[src/rtl/kbu_pkg.sv]
// Shared types, constants and kana code tables for the JIS X0201 to UTF-8 encoder.
package kbu_pkg;

    localparam int unsigned ByteW       = 8;
    localparam int unsigned CodeW       = 24;
    localparam int unsigned MaxResults  = 4;
    localparam int unsigned CountW      = $clog2(MaxResults + 1);

    localparam logic [ByteW-1:0] ByteNul     = 8'h00;
    localparam logic [ByteW-1:0] AsciiFirst  = 8'h20;
    localparam logic [ByteW-1:0] AsciiLast   = 8'h7F;
    localparam logic [ByteW-1:0] KanaFirst   = 8'hA1;
    localparam logic [ByteW-1:0] KanaLast    = 8'hDD;
    localparam logic [ByteW-1:0] MarkVoiced  = 8'hDE;
    localparam logic [ByteW-1:0] MarkSemi    = 8'hDF;
    localparam logic [ByteW-1:0] KanaVu      = 8'hB3;
    localparam logic [ByteW-1:0] KanaKtFirst = 8'hB6;
    localparam logic [ByteW-1:0] KanaKtLast  = 8'hC4;
    localparam logic [ByteW-1:0] KanaHFirst  = 8'hCA;
    localparam logic [ByteW-1:0] KanaHLast   = 8'hCE;
    localparam logic [CodeW-1:0] CodeVu      = 24'hE383B4;
    localparam logic [CodeW-1:0] CodeNone    = 24'h000000;

    localparam logic [CodeW-1:0] KanaBase [0:60] = '{
        24'hE38082, 24'hE3808C, 24'hE3808D, 24'hE38081, 24'hE383BB, 24'hE383B2,
        24'hE382A1, 24'hE382A3, 24'hE382A5, 24'hE382A7, 24'hE382A9, 24'hE383A3,
        24'hE383A5, 24'hE383A7, 24'hE38383, 24'hE383BC, 24'hE382A2, 24'hE382A4,
        24'hE382A6, 24'hE382A8, 24'hE382AA, 24'hE382AB, 24'hE382AD, 24'hE382AF,
        24'hE382B1, 24'hE382B3, 24'hE382B5, 24'hE382B7, 24'hE382B9, 24'hE382BB,
        24'hE382BD, 24'hE382BF, 24'hE38381, 24'hE38384, 24'hE38386, 24'hE38388,
        24'hE3838A, 24'hE3838B, 24'hE3838C, 24'hE3838D, 24'hE3838E, 24'hE3838F,
        24'hE38392, 24'hE38395, 24'hE38398, 24'hE3839B, 24'hE3839E, 24'hE3839F,
        24'hE383A0, 24'hE383A1, 24'hE383A2, 24'hE383A4, 24'hE383A6, 24'hE383A8,
        24'hE383A9, 24'hE383AA, 24'hE383AB, 24'hE383AC, 24'hE383AD, 24'hE383AF,
        24'hE383B3
    };

    localparam logic [CodeW-1:0] KanaVoicedKt [0:14] = '{
        24'hE382AC, 24'hE382AE, 24'hE382B0, 24'hE382B2, 24'hE382B4, 24'hE382B6,
        24'hE382B8, 24'hE382BA, 24'hE382BC, 24'hE382BE, 24'hE38380, 24'hE38382,
        24'hE38385, 24'hE38387, 24'hE38389
    };

    localparam logic [CodeW-1:0] KanaVoicedH [0:4] = '{
        24'hE38390, 24'hE38393, 24'hE38396, 24'hE38399, 24'hE3839C
    };

    localparam logic [CodeW-1:0] KanaSemiH [0:4] = '{
        24'hE38391, 24'hE38394, 24'hE38397, 24'hE3839A, 24'hE3839D
    };

    // Held kana state carried from one word to the next.
    typedef struct packed {
        logic             valid;
        logic [ByteW-1:0] kana;
    } kbu_hold_t;

    // Result words produced by one input word, lowest index sent first.
    typedef struct packed {
        logic [MaxResults-1:0][ByteW-1:0] bytes;
        logic [CountW-1:0]                count;
    } kbu_result_t;

    function automatic logic is_kana(input logic [ByteW-1:0] b);
        return (b >= KanaFirst) && (b <= KanaLast);
    endfunction

    function automatic logic [CodeW-1:0] base_code(input logic [ByteW-1:0] b);
        logic [ByteW-1:0] off;
        off = b - KanaFirst;
        if (is_kana(b)) begin
            return KanaBase[off[5:0]];
        end
        return CodeNone;
    endfunction

    function automatic logic [CodeW-1:0] voiced_code(input logic [ByteW-1:0] b);
        logic [ByteW-1:0] off_kt;
        logic [ByteW-1:0] off_h;
        off_kt = b - KanaKtFirst;
        off_h  = b - KanaHFirst;
        if (b == KanaVu) begin
            return CodeVu;
        end
        if ((b >= KanaKtFirst) && (b <= KanaKtLast)) begin
            return KanaVoicedKt[off_kt[3:0]];
        end
        if ((b >= KanaHFirst) && (b <= KanaHLast)) begin
            return KanaVoicedH[off_h[2:0]];
        end
        return CodeNone;
    endfunction

    function automatic logic [CodeW-1:0] semi_code(input logic [ByteW-1:0] b);
        logic [ByteW-1:0] off_h;
        off_h = b - KanaHFirst;
        if ((b >= KanaHFirst) && (b <= KanaHLast)) begin
            return KanaSemiH[off_h[2:0]];
        end
        return CodeNone;
    endfunction

endpackage

[src/rtl/katakana_byte_to_utf8_encoder.sv]
// Top level of the JIS X0201 to UTF-8 encoder with voiced-mark merging.
//
//   Channel  | Dir | tdata                  | tlast              | tuser
//   s_       | in  | [7:0] text_byte        | -                  | -
//   m_       | out | [7:0] utf8_byte        | run_last           | -
//
// An input word is registered, decoded combinationally against the held kana
// and loaded into a four-byte result register, which sends one byte per cycle
// while m_tready is high. A word yields zero to four bytes. The next word is
// accepted while the last byte of the previous one leaves. Reset clears the
// held kana and empties both registers; m_tready low stalls the result
// register and then, through the input register, s_tready.
module katakana_byte_to_utf8_encoder (
    input  logic                      aclk,
    input  logic                      aresetn,
    input  logic                      s_tvalid,
    output logic                      s_tready,
    input  logic [kbu_pkg::ByteW-1:0] s_tdata,   // [7:0] text_byte
    output logic                      m_tvalid,
    input  logic                      m_tready,
    output logic [kbu_pkg::ByteW-1:0] m_tdata,   // [7:0] utf8_byte
    output logic                      m_tlast
);

    logic                      in_valid_reg;
    logic                      in_valid_next;
    logic [kbu_pkg::ByteW-1:0] in_byte_reg;
    logic [kbu_pkg::ByteW-1:0] in_byte_next;
    kbu_pkg::kbu_hold_t        hold_reg;
    kbu_pkg::kbu_hold_t        hold_next;
    kbu_pkg::kbu_hold_t        hold_step;
    kbu_pkg::kbu_result_t      result;
    logic                      can_load;
    logic                      load;
    logic                      s_accept;

    assign load     = in_valid_reg && can_load;
    assign s_tready = !in_valid_reg || load;
    assign s_accept = s_tvalid && s_tready;

    kbu_step u_step (
        .text_byte (in_byte_reg),
        .hold_in   (hold_reg),
        .result    (result),
        .hold_out  (hold_step)
    );

    kbu_out_buf u_out_buf (
        .aclk     (aclk),
        .aresetn  (aresetn),
        .load     (load),
        .result   (result),
        .can_load (can_load),
        .m_tvalid (m_tvalid),
        .m_tready (m_tready),
        .m_tdata  (m_tdata),
        .m_tlast  (m_tlast)
    );

    always_comb begin
        in_valid_next = in_valid_reg;
        in_byte_next  = in_byte_reg;
        hold_next     = hold_reg;
        if (s_accept) begin
            in_valid_next = 1'b1;
            in_byte_next  = s_tdata;
        end else if (load) begin
            in_valid_next = 1'b0;
        end
        // The held kana advances only when a word is decoded into the result register.
        if (load) begin
            hold_next = hold_step;
        end
    end

    always_ff @(posedge aclk) begin
        in_byte_reg <= in_byte_next;
        if (!aresetn) begin
            in_valid_reg <= 1'b0;
            hold_reg     <= '0;
        end else begin
            in_valid_reg <= in_valid_next;
            hold_reg     <= hold_next;
        end
    end

    a_held_is_kana: assert property (@(posedge aclk) disable iff (!aresetn)
        hold_reg.valid |-> kbu_pkg::is_kana(hold_reg.kana))
        else $error("held byte is not a kana");

    a_empty_hold_clear: assert property (@(posedge aclk) disable iff (!aresetn)
        !hold_reg.valid |-> (hold_reg.kana == kbu_pkg::ByteNul))
        else $error("held byte not cleared when nothing is held");

    a_pending_word_kept: assert property (@(posedge aclk) disable iff (!aresetn)
        (in_valid_reg && !load) |=> (in_valid_reg && $stable(in_byte_reg)))
        else $error("pending input word lost before decode");

    a_load_gives_bounded_count: assert property (@(posedge aclk) disable iff (!aresetn)
        load |-> (result.count <= kbu_pkg::CountW'(kbu_pkg::MaxResults)))
        else $error("decoded word produced too many bytes");

endmodule

[src/rtl/kbu_step.sv]
// Combinational decode of one input word against the held kana.
module kbu_step (
    input  logic [kbu_pkg::ByteW-1:0] text_byte,
    input  kbu_pkg::kbu_hold_t        hold_in,
    output kbu_pkg::kbu_result_t      result,
    output kbu_pkg::kbu_hold_t        hold_out
);

    logic [kbu_pkg::CodeW-1:0] held_voiced;
    logic [kbu_pkg::CodeW-1:0] held_semi;
    logic [kbu_pkg::CodeW-1:0] held_code;
    logic [kbu_pkg::CodeW-1:0] new_code;
    logic                      take_voiced;
    logic                      take_semi;
    logic                      consumed;
    logic                      is_nul;
    logic                      is_ascii;
    logic                      new_kana;
    logic                      new_forms;
    logic                      keep_new;

    always_comb begin
        held_voiced = kbu_pkg::voiced_code(hold_in.kana);
        held_semi   = kbu_pkg::semi_code(hold_in.kana);
        take_voiced = hold_in.valid && (text_byte == kbu_pkg::MarkVoiced)
                      && (held_voiced != kbu_pkg::CodeNone);
        take_semi   = hold_in.valid && (text_byte == kbu_pkg::MarkSemi)
                      && (held_semi != kbu_pkg::CodeNone);
        consumed    = take_voiced || take_semi;

        if (take_voiced) begin
            held_code = held_voiced;
        end else if (take_semi) begin
            held_code = held_semi;
        end else begin
            held_code = kbu_pkg::base_code(hold_in.kana);
        end

        new_code  = kbu_pkg::base_code(text_byte);
        is_nul    = !consumed && (text_byte == kbu_pkg::ByteNul);
        is_ascii  = !consumed && (text_byte >= kbu_pkg::AsciiFirst)
                    && (text_byte <= kbu_pkg::AsciiLast);
        new_kana  = !consumed && kbu_pkg::is_kana(text_byte);
        new_forms = kbu_pkg::voiced_code(text_byte) != kbu_pkg::CodeNone;
        // A kana behind a flushed one is held too, so one word never exceeds four bytes.
        keep_new  = new_kana && (new_forms || hold_in.valid);

        result.bytes = '0;
        result.count = '0;
        if (hold_in.valid) begin
            result.bytes[0] = held_code[23:16];
            result.bytes[1] = held_code[15:8];
            result.bytes[2] = held_code[7:0];
            result.bytes[3] = text_byte;
            result.count    = kbu_pkg::CountW'(3);
            if (is_nul || is_ascii) begin
                result.count = kbu_pkg::CountW'(4);
            end
        end else if (is_nul || is_ascii) begin
            result.bytes[0] = text_byte;
            result.count    = kbu_pkg::CountW'(1);
        end else if (new_kana && !keep_new) begin
            result.bytes[0] = new_code[23:16];
            result.bytes[1] = new_code[15:8];
            result.bytes[2] = new_code[7:0];
            result.count    = kbu_pkg::CountW'(3);
        end

        hold_out.valid = keep_new;
        hold_out.kana  = keep_new ? text_byte : kbu_pkg::ByteNul;
    end

endmodule

[src/rtl/kbu_out_buf.sv]
// Result register that sends the bytes of one input word out one at a time.
module kbu_out_buf (
    input  logic                      aclk,
    input  logic                      aresetn,
    input  logic                      load,
    input  kbu_pkg::kbu_result_t      result,
    output logic                      can_load,
    output logic                      m_tvalid,
    input  logic                      m_tready,
    output logic [kbu_pkg::ByteW-1:0] m_tdata,   // [7:0] utf8_byte
    output logic                      m_tlast
);

    logic [kbu_pkg::MaxResults-1:0][kbu_pkg::ByteW-1:0] data_reg;
    logic [kbu_pkg::MaxResults-1:0][kbu_pkg::ByteW-1:0] data_next;
    logic [kbu_pkg::CountW-1:0]                         count_reg;
    logic [kbu_pkg::CountW-1:0]                         count_next;
    logic                                               pop;

    assign m_tvalid = count_reg != '0;
    assign m_tdata  = data_reg[0];
    assign m_tlast  = count_reg == kbu_pkg::CountW'(1);
    assign pop      = m_tvalid && m_tready;
    // The buffer can take a new word when it is empty or its last byte leaves this cycle.
    assign can_load = (count_reg == '0) || (m_tlast && m_tready);

    always_comb begin
        data_next  = data_reg;
        count_next = count_reg;
        if (load) begin
            data_next  = result.bytes;
            count_next = result.count;
        end else if (pop) begin
            data_next  = data_reg >> kbu_pkg::ByteW;
            count_next = count_reg - kbu_pkg::CountW'(1);
        end
    end

    always_ff @(posedge aclk) begin
        data_reg <= data_next;
        if (!aresetn) begin
            count_reg <= '0;
        end else begin
            count_reg <= count_next;
        end
    end

endmodule
[config.mk]
export PLATFORM = sky130hd
export DESIGN_NAME = katakana_byte_to_utf8_encoder
export DESIGN_NICKNAME = d
export VERILOG_FILES = /design/src/rtl/kbu_pkg.sv /design/src/rtl/katakana_byte_to_utf8_encoder.sv /design/src/rtl/kbu_step.sv /design/src/rtl/kbu_out_buf.sv
export SDC_FILE = /design/constraint.sdc
export NUM_CORES = 1
export LEC_CHECK = 0
export BUFFER_PORTS_ARGS = -buffer_cell sky130_fd_sc_hd__clkbuf_2
export CAP_MARGIN = 20
export CELL_PAD_IN_SITES_DETAIL_PLACEMENT = 1
export CELL_PAD_IN_SITES_GLOBAL_PLACEMENT = 2
export CORE_MARGIN = 2
export CORE_UTILIZATION = 30
export DETAILED_ROUTE_END_ITERATION = 12
export PLACE_DENSITY_LB_ADDON = 0.25
export RECOVER_POWER = 50
export SLEW_MARGIN = 20
export SYNTH_ARGS = -nofsm -noshare
export SYNTH_HDL_FRONTEND = slang
export SYNTH_SLANG_ARGS = --single-unit
[constraint.sdc]
create_clock -name aclk -period 4.1 [get_ports aclk]
set_clock_uncertainty 0.05 [all_clocks]
set_input_delay 0.41 -clock aclk [delete_from_list [all_inputs] [get_ports aclk]]
set_output_delay 0.41 -clock aclk [all_outputs]
set_load 0.02 [all_outputs]
=== Word-level counts from Yosys, hierarchy flattened ===
Memories as Yosys holds them, arrays and structs flattened.
Cells that the tools add are included.

* Add/sub/neg operators: 7
* $lt $le $gt $ge: 20
* Equality and inequality tests: 5
* Muxes and demuxes: 63
* Bitwise logic cells: 6
* Reduce and logical (&&, ||, !) cells: 36

{| class="wikitable"
|+ Operators with widths
! kind !! number
|-
| 24-bit 2-to-1 mux || 34
|-
| 24-bit nonzero test || 3
|-
| 32-bit 2-to-1 mux || 2
|-
| 27-bit 2-to-1 mux || 2
|-
| 8-bit >= comparator (second input constant) || 6
|-
| 8-bit less-or-equal comparator (second input constant) || 6
|-
| 8-bit equality test (second input constant) || 4
|-
| 1-bit logical AND || 20
|-
| 1-bit 2-to-1 mux || 18
|-
| 16-bit 2-to-1 mux || 1
|-
| 8-bit 2-to-1 mux || 2
|-
| 7-bit >= comparator (second input constant) || 2
|-
| 6-bit NOT with 7-bit output || 2
|-
| 6-bit subtractor (second input constant) || 2
|-
| 11-bit 2-to-1 mux || 1
|-
| 5-bit >= comparator (second input constant) || 2
|-
| 4-bit NOT with 5-bit output || 2
|-
| 3-bit 2-to-1 mux || 3
|-
| 4-bit >= comparator (second input constant) || 2
|-
| 8-bit by 6-bit >= comparator with 1-bit output (second input constant) || 1
|-
| 8-bit by 7-bit less-or-equal comparator with 1-bit output (second input constant) || 1
|-
| 8-bit logical NOT || 1
|-
| 3-bit NOT with 4-bit output || 2
|-
| 4-bit by 3-bit subtractor with 4-bit output (second input constant) || 2
|-
| 8 further kinds || 16
|}

* Register bits: 53
* ROM bits: 4416
* Input port bits: 12
* Output and inout bits: 11
* Logic and storage cells: 153
* Memories: 7

{| class="wikitable"
|+ Memories
! name !! depth !! width !! read ports !! clocked after Yosys merged registers in !! write ports !! RTL line !! text
|-
| (name not given) || 64 || 24 || 1 || 0 || 0 || kbu_pkg.sv:72 || <nowiki>return KanaBase[off[5:0]];</nowiki>
|-
| (name not given) || 64 || 24 || 1 || 0 || 0 || kbu_pkg.sv:72 ||
|-
| (name not given) || 16 || 24 || 1 || 0 || 0 || kbu_pkg.sv:86 || <nowiki>return KanaVoicedKt[off_kt[3:0]];</nowiki>
|-
| (name not given) || 16 || 24 || 1 || 0 || 0 || kbu_pkg.sv:86 ||
|-
| (name not given) || 8 || 24 || 1 || 0 || 0 || kbu_pkg.sv:89 || <nowiki>return KanaVoicedH[off_h[2:0]];</nowiki>
|-
| (name not given) || 8 || 24 || 1 || 0 || 0 || kbu_pkg.sv:98 || <nowiki>return KanaSemiH[off_h[2:0]];</nowiki>
|-
| +1 memories || - || - || - || - || - || - ||
|}

=== Depth between registers and ports, before layout ===
Gate-level depths: netlist (run 1).

* Word-level depth: 22
* Gate-level depth with buffers: 15
* Mapped depth without buffers: 11

=== Cells and area by module ===
Synthesis (run 1) repeated with hierarchy kept, for this count alone.

* Cell total of the unflattened synthesis: 556
* Area total of the unflattened synthesis: 5082.4 um^2

{| class="wikitable"
|+ By module, submodules not included
! module !! times used !! cells an instance !! area an instance (um^2) !! seq. area each (um^2)
|-
| kbu_step || 1 || 396 || 2788.9 || 0.0
|-
| kbu_out_buf || 1 || 105 || 1621.6 || 1021.0
|-
| katakana_byte_to_utf8_encoder || 1 || 55 || 671.9 || 440.4
|}

=== Least setup slack after synthesis (run 1) ===
No wires, ideal clock.

* Path type: register to register
* Start point: register hold_reg[1] (netlist name)
* End point: register u_out_buf.data_reg[19] (netlist name) (data pin)
* Setup time: 0.264 ns
* Arrival time: 2.821 ns
* Data required time: 3.786 ns
* Slack: 0.965 ns
* Stages on the path, launching flop included: 15
* Buffers on the path: 3
* Period minus slack after synthesis: 3.135 ns
* Cells stage by stage: dfxtp_1 clkbuf_1 inv_1 ha_1 buf_2 inv_1 ha_1 clkbuf_1 or4b_2 a21oi_1 o21ai_0 nand2_1 o32ai_1 a21oi_1 o21ai_0

{| class="wikitable"
|+ RTL lines
! what !! RTL line !! text
|-
| start: declaration || katakana_byte_to_utf8_encoder.sv:29 || <nowiki>kbu_pkg::kbu_hold_t hold_reg;</nowiki>
|-
| start signal: assignment || katakana_byte_to_utf8_encoder.sv:83 || <nowiki>hold_reg <= hold_next;</nowiki>
|-
| end signal: assignment || kbu_out_buf.sv:40 || <nowiki>data_reg <= data_next;</nowiki>
|-
| end: declaration || kbu_out_buf.sv:14 || <nowiki>logic [kbu_pkg::MaxResults-1:0][kbu_pkg::ByteW-1:0] data_reg;</nowiki>
|}

==> run metrics, run 1 <==
status complete, but fails checks; failing checks capacitance limit, slew limit; Yosys reg bits 53; Min Hold Slack 233 ps; main area contributors after synthesis edfxtp_1 26%, ha_1 9.6%, dfxtp_1 5.7%; Tcrit/Tclk final 91.4%; ys flop type edfxtp_1; Final Hold Viols 0; sequential power share 40.9%; Syn Area/Cell 8.52 sq um; Mapped Area 4540 sq um; first-pass GRT wire length 23800 um; dpl ws 423 ps; P per Cell Area 472 nW/um^2; register area share after synthesis 32.2%; antenna viol nets, final 0; VDD IR-drop max 161 uV; total power 2310 uW; FP Rows 44; clk sink count 53; initial antenna violation count 0; overall die width 127 um; Max Fanout on Critical Path 12; met2 Usage GRT 32.3%; vias in the first global route 4181; CTS tree built; Worst Min Path Start s_tdata[6]; Clock Power Share 18.7%; final setup violation count 0; CTS max path bufs 2; Fmax 0.267 GHz; Num CTS Buffers 5; GR Overflow Total 0; met1 Usage GRT 24.9%; Initial Util 31.0%; worst reg2reg path depth 10; Slew Limit Headroom -22.9%; via density per instance 5.71; Area Growth Syn to Fin 7.88%; Post-synth EDFFs 40; via count 4076; critical path startpoint in_byte_reg[2]$_DFFE_PP_; WP data required 4210 ps; Hold WC Path Type input port to register; Mapped Nets 580; reg2reg start in_byte_reg[2]$_DFFE_PP_; # port buffers 22; met3 usage 1.34%; biggest area consumer among synthesized cells edfxtp_1; Max Cap Viol 1; I/O pin count 23; distinct cell type count after synthesis 69; post-route worst setup slack 353 ps; logic gate share of total power 40.4%; switch share 39.5%; leakage power figure 0.00179 uW; Worst EP arrival 3850 ps; layout cells sized above 1 7.55%; nets 576; Total Routing Usage GR 18.6%; CP startpoint kind register; Synthesis Warnings 0; reg-to-reg slack, setup 350 ps; top post-synthesis cells by count 46 x nand2_1, 40 x edfxtp_1, 40 x nor2_1; max reg flops 24; Die Ht 127 um; GPL Wtd Cong 0.842; Async S/R FF share, synth 0%; TritonRoute pass-1 iters 4; initial DRC count 260; Avg WL per Cell 20.9 um; Max Transition Viols Final 33; final antenna diode count 0; Worst-Skew Late Latency 300 ps; FF-to-FF End u_out_buf.data_reg[18]$_DFFE_PP_; DPL Wire Length 11000 um; P_sw 912 uW; post-route insts no fill 714; Setup Crit Path Kind register to register; hold worst-path end in_byte_reg[6]$_DFFE_PP_; Int Power 1400 uW; Root Driver clkbuf_16; PostCTS Resize Cnt 0; busiest metal layer after global routing met2; post-synth top area share 26.5%; CTS Hold Bufs 0; Synth Instances 533; most common cell in the netlist nand2_1; # Post-CTS Setup Buffers 0; CP Capture Type register; post-layout min period 3750 ps; Clock Pin Slew Worst Setup and Hold Paths 80 ps; largest net degree at the start of global routing 34; RSZ-0062 raised after global routing no; dpl cells 706; die area 16100 sq um; Detailed Route WL 14900 um; # H-tree levels 2; WHS Path Cells 1; Core Box Area 14600 sq um; TNS Setup 0 ps; Slew @ Worst Pin 1840 ps; DRC 0
-- layer usage --
layer | wire length, um | share of wire [%]
met5 | 0 | 0
met1 | 7030 | 47
met3 | 310 | 2.1
met4 | 325 | 2.2
met2 | 7240 | 49
-- layout make-up --
type / instances / area [sq um]
clock buffer: 5 / 125
clock inverter: 3 / 25.0
fill: 1753 / 9750
inverter: 23 / 86.3
multi-input combinational: 409 / 2770
sequential: 53 / 1460
tap: 184 / 230
timing repair buffer: 37 / 201
-- how the worst max path moves through the flow --
| stage | to | slack, ps | depth (start not counted) |
|---|---|---|---|
| 6_report | u_out_buf.data_reg[18]$_DFFE_PP_ | 350 | 10 |
| 3_5_place_dp | u_out_buf.data_reg[18]$_DFFE_PP_ | 420 | 10 |
| 2_1_floorplan | u_out_buf.data_reg[19]$_DFFE_PP_ | 960 | 14 |
| 4_1_cts | u_out_buf.data_reg[18]$_DFFE_PP_ | 390 | 10 |
| 3_3_place_gp | u_out_buf.data_reg[18]$_DFFE_PP_ | 450 | 10 |
| 5_1_grt | u_out_buf.data_reg[18]$_DFFE_PP_ | 200 | 10 |
-- stage by stage --
stage	cell area [sq um]	utilization (%)
final	4900	33.4
after global routing	4900	33.4
after CTS	4920	33.6
after detailed placement	4770	32.6
after global placement	4760	32.5
after floorplan	4540	-
-- cell usage in the layout, fill, tap and decap left out, drive strengths merged, types with 4 or more instances in the layout --
cell / Yosys / layout
inv: 23 / 24
o31ai: 6 / 6
nor3: 12 / 12
a21boi: 7 / 7
or4b: 4 / 4
or4: 5 / 5
nor4: 4 / 4
ha: 35 / 35
a211oi: 4 / 4
dfxtp: 13 / 13
o21ai: 28 / 28
nand2: 46 / 46
o211ai: 8 / 8
edfxtp: 40 / 40
a22oi: 9 / 9
xnor2: 10 / 10
and2: 10 / 10
a32oi: 4 / 4
nand2b: 17 / 17
buf: 16 / 13
clkbuf: 32 / 29
a31oi: 14 / 14
o22a: 5 / 5
nand4: 4 / 4
a21oi: 31 / 31
mux2i: 10 / 10
and3: 6 / 6
nor2b: 16 / 16
nand3: 15 / 15
nor2: 40 / 40
o221ai: 4 / 4
-- power groups by stage --
stage               sequential (uW)  combinational, uW  clock [uW]
finish                          945                934         432
global route                    963               1030         460
CTS                             940                958         443
detailed placement              951                955           0
global placement                948                934           0
floorplan                       901                730           0
-- cell families (layout without fill, tap and decap cells) --
logic type / after synthesis / after routing / synth area share (%)
buffers and inverters: 71 / 68 / 7.00
flip-flops: 53 / 53 / 32.2
adder cells (fa/ha/maj): 35 / 35 / 9.65
AO/OA/AOI/OAI: 161 / 161 / 24.7
XOR/XNOR: 13 / 13 / 2.51
multiplexers: 10 / 10 / 2.21
AND/OR/NAND/NOR: 190 / 190 / 21.7
-- critical path, cell delays in order, from the launching register on --
cell and delay [ps]:
edfxtp_1 680, inv_1 330, ha_1 270, a21boi_0 190
xnor2_1 950, buf_4 300, nor2_1 50, o32ai_1 360
a221o_1 220, a32oi_1 100, nand3_1 120
Power figures use the tool's default switching activity.
==> run 2: changes to the inputs <==
- CORE_UTILIZATION: 30 -> 39
==> run metrics, run 2 (synthesized netlist as in run 1, its figures left out) <==
Worst EP arrival 3410 ps; Max Cap Viol 1; DRC 0; Final Hold Viols 0; DP Area 4780 sq um; via density per instance 6.11; critical path's top delay family adder cells; initial DRC count 287; via count 4155; overall die width 112 um; Area Growth Syn to Fin 8.60%; final setup violation count 0; max reg flops 24; CP Capture Type register; GR Overflow Total 0; I/O pin count 23; Max Fanout on Critical Path 15; VDD IR-drop max 347 uV; Total Routing Usage GR 22.5%; P_sw 903 uW; Slew Limit Headroom -25.0%; CTS max path bufs 2; # H-tree levels 2; Post-Route Utilization 43.4%; Num CTS Buffers 5; RSZ-0062 raised after global routing no; GPL Wtd Cong 0.851; Bufs and invs on worst path 2; WP data required 4090 ps; slowest stage delay, CP 670 ps; Worst-Skew Late Latency 300 ps; initial antenna violation count 0; commonest non-fill, non-tap cell in the layout nand2_1; sequential power share 39.0%; largest net degree at the start of global routing 33; CTS tree built; Root Driver clkbuf_16; # Post-CTS Setup Buffers 0; Min Hold Slack 239 ps; Crit-path slowest cell or4b_2; most frequent cells in the layout 46 x nand2_1, 40 x nor2_1, 40 x edfxtp_1, 35 x ha_1, 31 x a21oi_1; logic gate share of total power 40.1%; crit-path cells inv_1 > ha_1 > inv_1 > ha_1 > or4b_2 > a21oi_1 > o21ai_0 > nand2_1 > o32ai_1 > a21oi_1 > o21ai_0; antenna viol nets, final 0; Detailed Route WL 13900 um; post-layout min period 3420 ps; first-pass GRT wire length 22900 um; Clock Pin Slew Worst Setup and Hold Paths 70 ps; TritonRoute pass-1 iters 5; failing checks capacitance limit, slew limit; die area 12500 sq um; Fillers 1381; Setup Crit Path Kind register to register; layout cells sized above 1 8.94%; final cell area excluding filler cells 4930 sq um; switch share 37.8%; leakage power figure 0.00185 uW; status complete, but fails checks; # port buffers 22; TNS Setup 0 ps; FP Rows 39; Tcrit/Tclk final 83.5%; final antenna diode count 0; Int Power 1490 uW; Die Ht 112 um; Core Box Area 11400 sq um; Initial Util 39.9%; Clock Power Share 20.9%; Slew @ Worst Pin 1880 ps; DPL Wire Length 10300 um; PostCTS Resize Cnt 0; Max Transition Viols Final 33; Hold WC Path Type input port to register; Avg WL per Cell 20.4 um; Fmax 0.292 GHz; nets 583; CP startpoint kind register; CTS Hold Bufs 0; P per Cell Area 485 nW/um^2; clk sink count 53; vias in the first global route 4137
run 2: cell types whose count changed in the layout (fill, tap and decap cells not counted):
cell	previous run	this run
clkbuf_8	0	1
buf_4	13	20
bufinv_16	0	1
clkinvlp_4	1	0
xnor2_2	1	2
inv_6	1	0
xnor2_1	9	8
clkbuf_2	11	12
clkinv_4	1	0
run 2: layout make-up:
| cell class | instances | area, sq um | share of cell area [%] |
|---|---|---|---|
| Inverter | 23 | 86.3 | 1.75 |
| Sequential cell | 53 | 1460 | 29.6 |
| Tap cell | 143 | 179 | 3.63 |
| Clock inverter | 1 | 30.0 | 0.609 |
| Multi-Input combinational cell | 409 | 2780 | 56.3 |
| Timing Repair Buffer | 44 | 255 | 5.18 |
| Clock buffer | 7 | 143 | 2.89 |
run 2: final timing paths:
path	start	endpoint	slack [ps]	cells past startpoint
min reg2reg	u_out_buf.count_reg[1]$_SDFFE_PN0P_	u_out_buf.count_reg[1]$_SDFFE_PN0P_	470	2
max reg2reg	hold_reg[0]$_SDFFE_PN0P_	u_out_buf.data_reg[19]$_DFFE_PP_	680	11
min	s_tdata[2]	in_byte_reg[2]$_DFFE_PP_	240	1
max	hold_reg[0]$_SDFFE_PN0P_	u_out_buf.data_reg[19]$_DFFE_PP_	680	11
run 2: metal layers:
metal  wire length, um  track usage [%]  part of all wire [%]  vias to the layer above
li1                  -                -                     -                     1975
met1              6970             34.6                    50                     2073
met2              6290             34.4                    45                       98
met3               509             2.34                   3.7                        9
met4               115             4.28                  0.83                        0
met5                 0                0                     0                        -
run 2: power by group through the flow:
stage	Clock [uW]	Combinational [uW]	Sequential (uW)
finish	500	958	932
global route	529	1050	958
CTS	508	981	929
detailed placement	0	977	940
global placement	0	942	933
floorplan	0	730	901
run 2: metrics by stage:
stage,setup slack (ps),std cells,power (uW)
after floorplan,965,533,1630
after global placement,800,672,1880
after detailed placement,672,672,1920
after CTS,675,680,2420
after global routing,344,680,2540
final,675,680,2390
==> run 3: changes to the inputs <==
- clock period: 4.1 -> 3.6 ns (I/O delays scaled with it)
==> run metrics, run 3 (synthesized netlist as in run 1, its figures left out) <==
final setup violation count 0; reg-to-reg slack, setup 220 ps; logic gate share of total power 40.6%; sequential power share 39.1%; GPL Wtd Cong 0.883; initial DRC count 258; met3 WL 817 um; post-layout min period 3380 ps; Worst EP arrival 3360 ps; Detailed Route WL 14600 um; area taken by multi-input logic gates 2790 sq um; I/O pin count 23; Post-Route Utilization 43.5%; critical path startpoint in_byte_reg[1]$_DFFE_PP_; via count 4220; Crit-path slowest cell nor3b_1; Worst-Skew Late Latency 290 ps; max reg flops 24; die area 12500 sq um; VDD IR-drop max 339 uV; Num CTS Buffers 5; final cell area excluding filler cells 4940 sq um; Hold WC Path Type input port to register; Max Transition Viols Final 0; overall die width 112 um; final antenna diode count 0; P_sw 1020 uW; Initial Util 39.9%; slowest stage delay, CP 550 ps; reg2reg start in_byte_reg[1]$_DFFE_PP_; Final Hold Viols 0; DP Area 4770 sq um; DRC 0; WP data required 3580 ps; WHS Path Cells 1; Fmax 0.296 GHz; DPL Wire Length 10500 um; first-pass GRT wire length 23200 um; Avg WL per Cell 21.5 um; Slew Limit Headroom 30.3%; Worst setup endpoint u_out_buf.data_reg[19]$_DFFE_PP_; CTS Hold Bufs 0; TNS Setup 0 ps; Int Power 1670 uW; clk sink count 53; vias in the first global route 4188; Tcrit/Tclk final 93.9%; CTS max path bufs 2; switch share 38.0%; WL met2 6500 um; Max Cap Viol 0; Slew @ Worst Pin 1040 ps; largest net degree at the start of global routing 33; commonest non-fill, non-tap cell in the layout nand2_1; antenna viol nets, final 0; nets 583; Bufs and invs on worst path 1; # H-tree levels 2; DR top layer met4; # Post-CTS Setup Buffers 0; CTS tree built; CP Capture Type register; Clock Power Share 20.3%; crit-path cells inv_1 > ha_1 > nor3b_1 > xnor2_2 > nand2_1 > o21ai_0 > a2111o_1 > a32oi_1 > o21ai_0; Clock Pin Slew Worst Setup and Hold Paths 70 ps; total power 2690 uW; Root Driver clkbuf_16; critical path's top delay family compound AO/OA/AOI/OAI gates; Area Growth Syn to Fin 8.85%; initial antenna violation count 0; Max Fanout on Critical Path 15; P per Cell Area 544 nW/um^2; TritonRoute pass-1 iters 5; # port buffers 22; Total Routing Usage GR 23.2%; cell mode on critical path o21ai_0; GR Overflow Total 0; Metal-1 WL 7130 um; Fillers 1380; status finished, final reports clean; via density per instance 6.21; worst reg2reg path depth 9; Worst path depth 9; FF+latch area 1460 sq um; CP startpoint kind register; Die Ht 112 um; Core Box Area 11400 sq um; most frequent cells in the layout 46 x nand2_1, 40 x nor2_1, 40 x edfxtp_1, 35 x ha_1, 31 x a21oi_1; FF-to-FF End u_out_buf.data_reg[19]$_DFFE_PP_; leakage power figure 0.00185 uW; Setup Crit Path Kind register to register; layout cells sized above 1 9.68%; FP Rows 39
==> run 3: cell count changes in the layout (fill, tap and decap cells not counted), sizes merged <==
| cell | change |
|---|---|
| buf | +1 |
| clkbuf | -3 |
| clkinv | +1 |
| clkinvlp | +1 |
==> run 3: worst min path at each step <==
| stage | end | from | slack (ps) |
|---|---|---|---|
| floorplan | in_byte_reg[0]$_DFFE_PP_ | s_tdata[0] | 410 |
| global placement | u_out_buf.data_reg[14]$_SDFFCE_PP0P_ | u_out_buf.data_reg[22]$_SDFFCE_PP0P_ | 450 |
| detailed placement | u_out_buf.data_reg[14]$_SDFFCE_PP0P_ | u_out_buf.data_reg[22]$_SDFFCE_PP0P_ | 460 |
| CTS | in_byte_reg[1]$_DFFE_PP_ | s_tdata[1] | 180 |
| global route | in_byte_reg[3]$_DFFE_PP_ | s_tdata[3] | 180 |
| finish | in_byte_reg[1]$_DFFE_PP_ | s_tdata[1] | 190 |
==> run 3: cell type report <==
cell class                 instances  share of cell area (%)
multi-input combinational        409                    56.4
tap                              143                    3.62
inverter                          23                    1.75
sequential                        53                    29.6
clock buffer                       5                    2.53
clock inverter                     3                   0.836
timing repair buffer              44                    5.27
==> run 3: metal layers <==
metal / GRT usage, % / vias to the layer above
li1: - / 1972
met2: 35.4 / 159
met3: 2.72 / 16
met4: 5.27 / 0
met1: 35.2 / 2073
met5: 0 / -
==> run 3: what timing repair did <==
action,in CTS,in global routing
gates resized for setup,0,3
endpoints found under the setup margin,0,1
endpoints found under the hold margin,0,0
==> run 3: power by group through the flow <==
stage / sequential, uW / clock [uW] / combinational (uW)
floorplan: 1030 / 0 / 832
global route: 1070 / 581 / 1210
detailed placement: 1060 / 0 / 1100
CTS: 1050 / 562 / 1110
finish: 1050 / 546 / 1090
global placement: 1060 / 0 / 1080
==> run 3: worst reg2reg max path, stage by stage (launching register included) <==
cell	delay [ps]
edfxtp_1	380
inv_1	240
ha_1	470
nor3b_1	550
xnor2_2	330
nand2_1	180
o21ai_0	100
a2111o_1	410
a32oi_1	270
o21ai_0	130
==> run 3: metrics by stage <==
step                      setup slack, ps  std cells  hold slack [ps]
after floorplan                       465        533              409
after global placement                205        672              454
after detailed placement             99.9        672              460
after CTS                            76.8        680              184
after global routing                -32.6        680              183
final                                 218        680              192
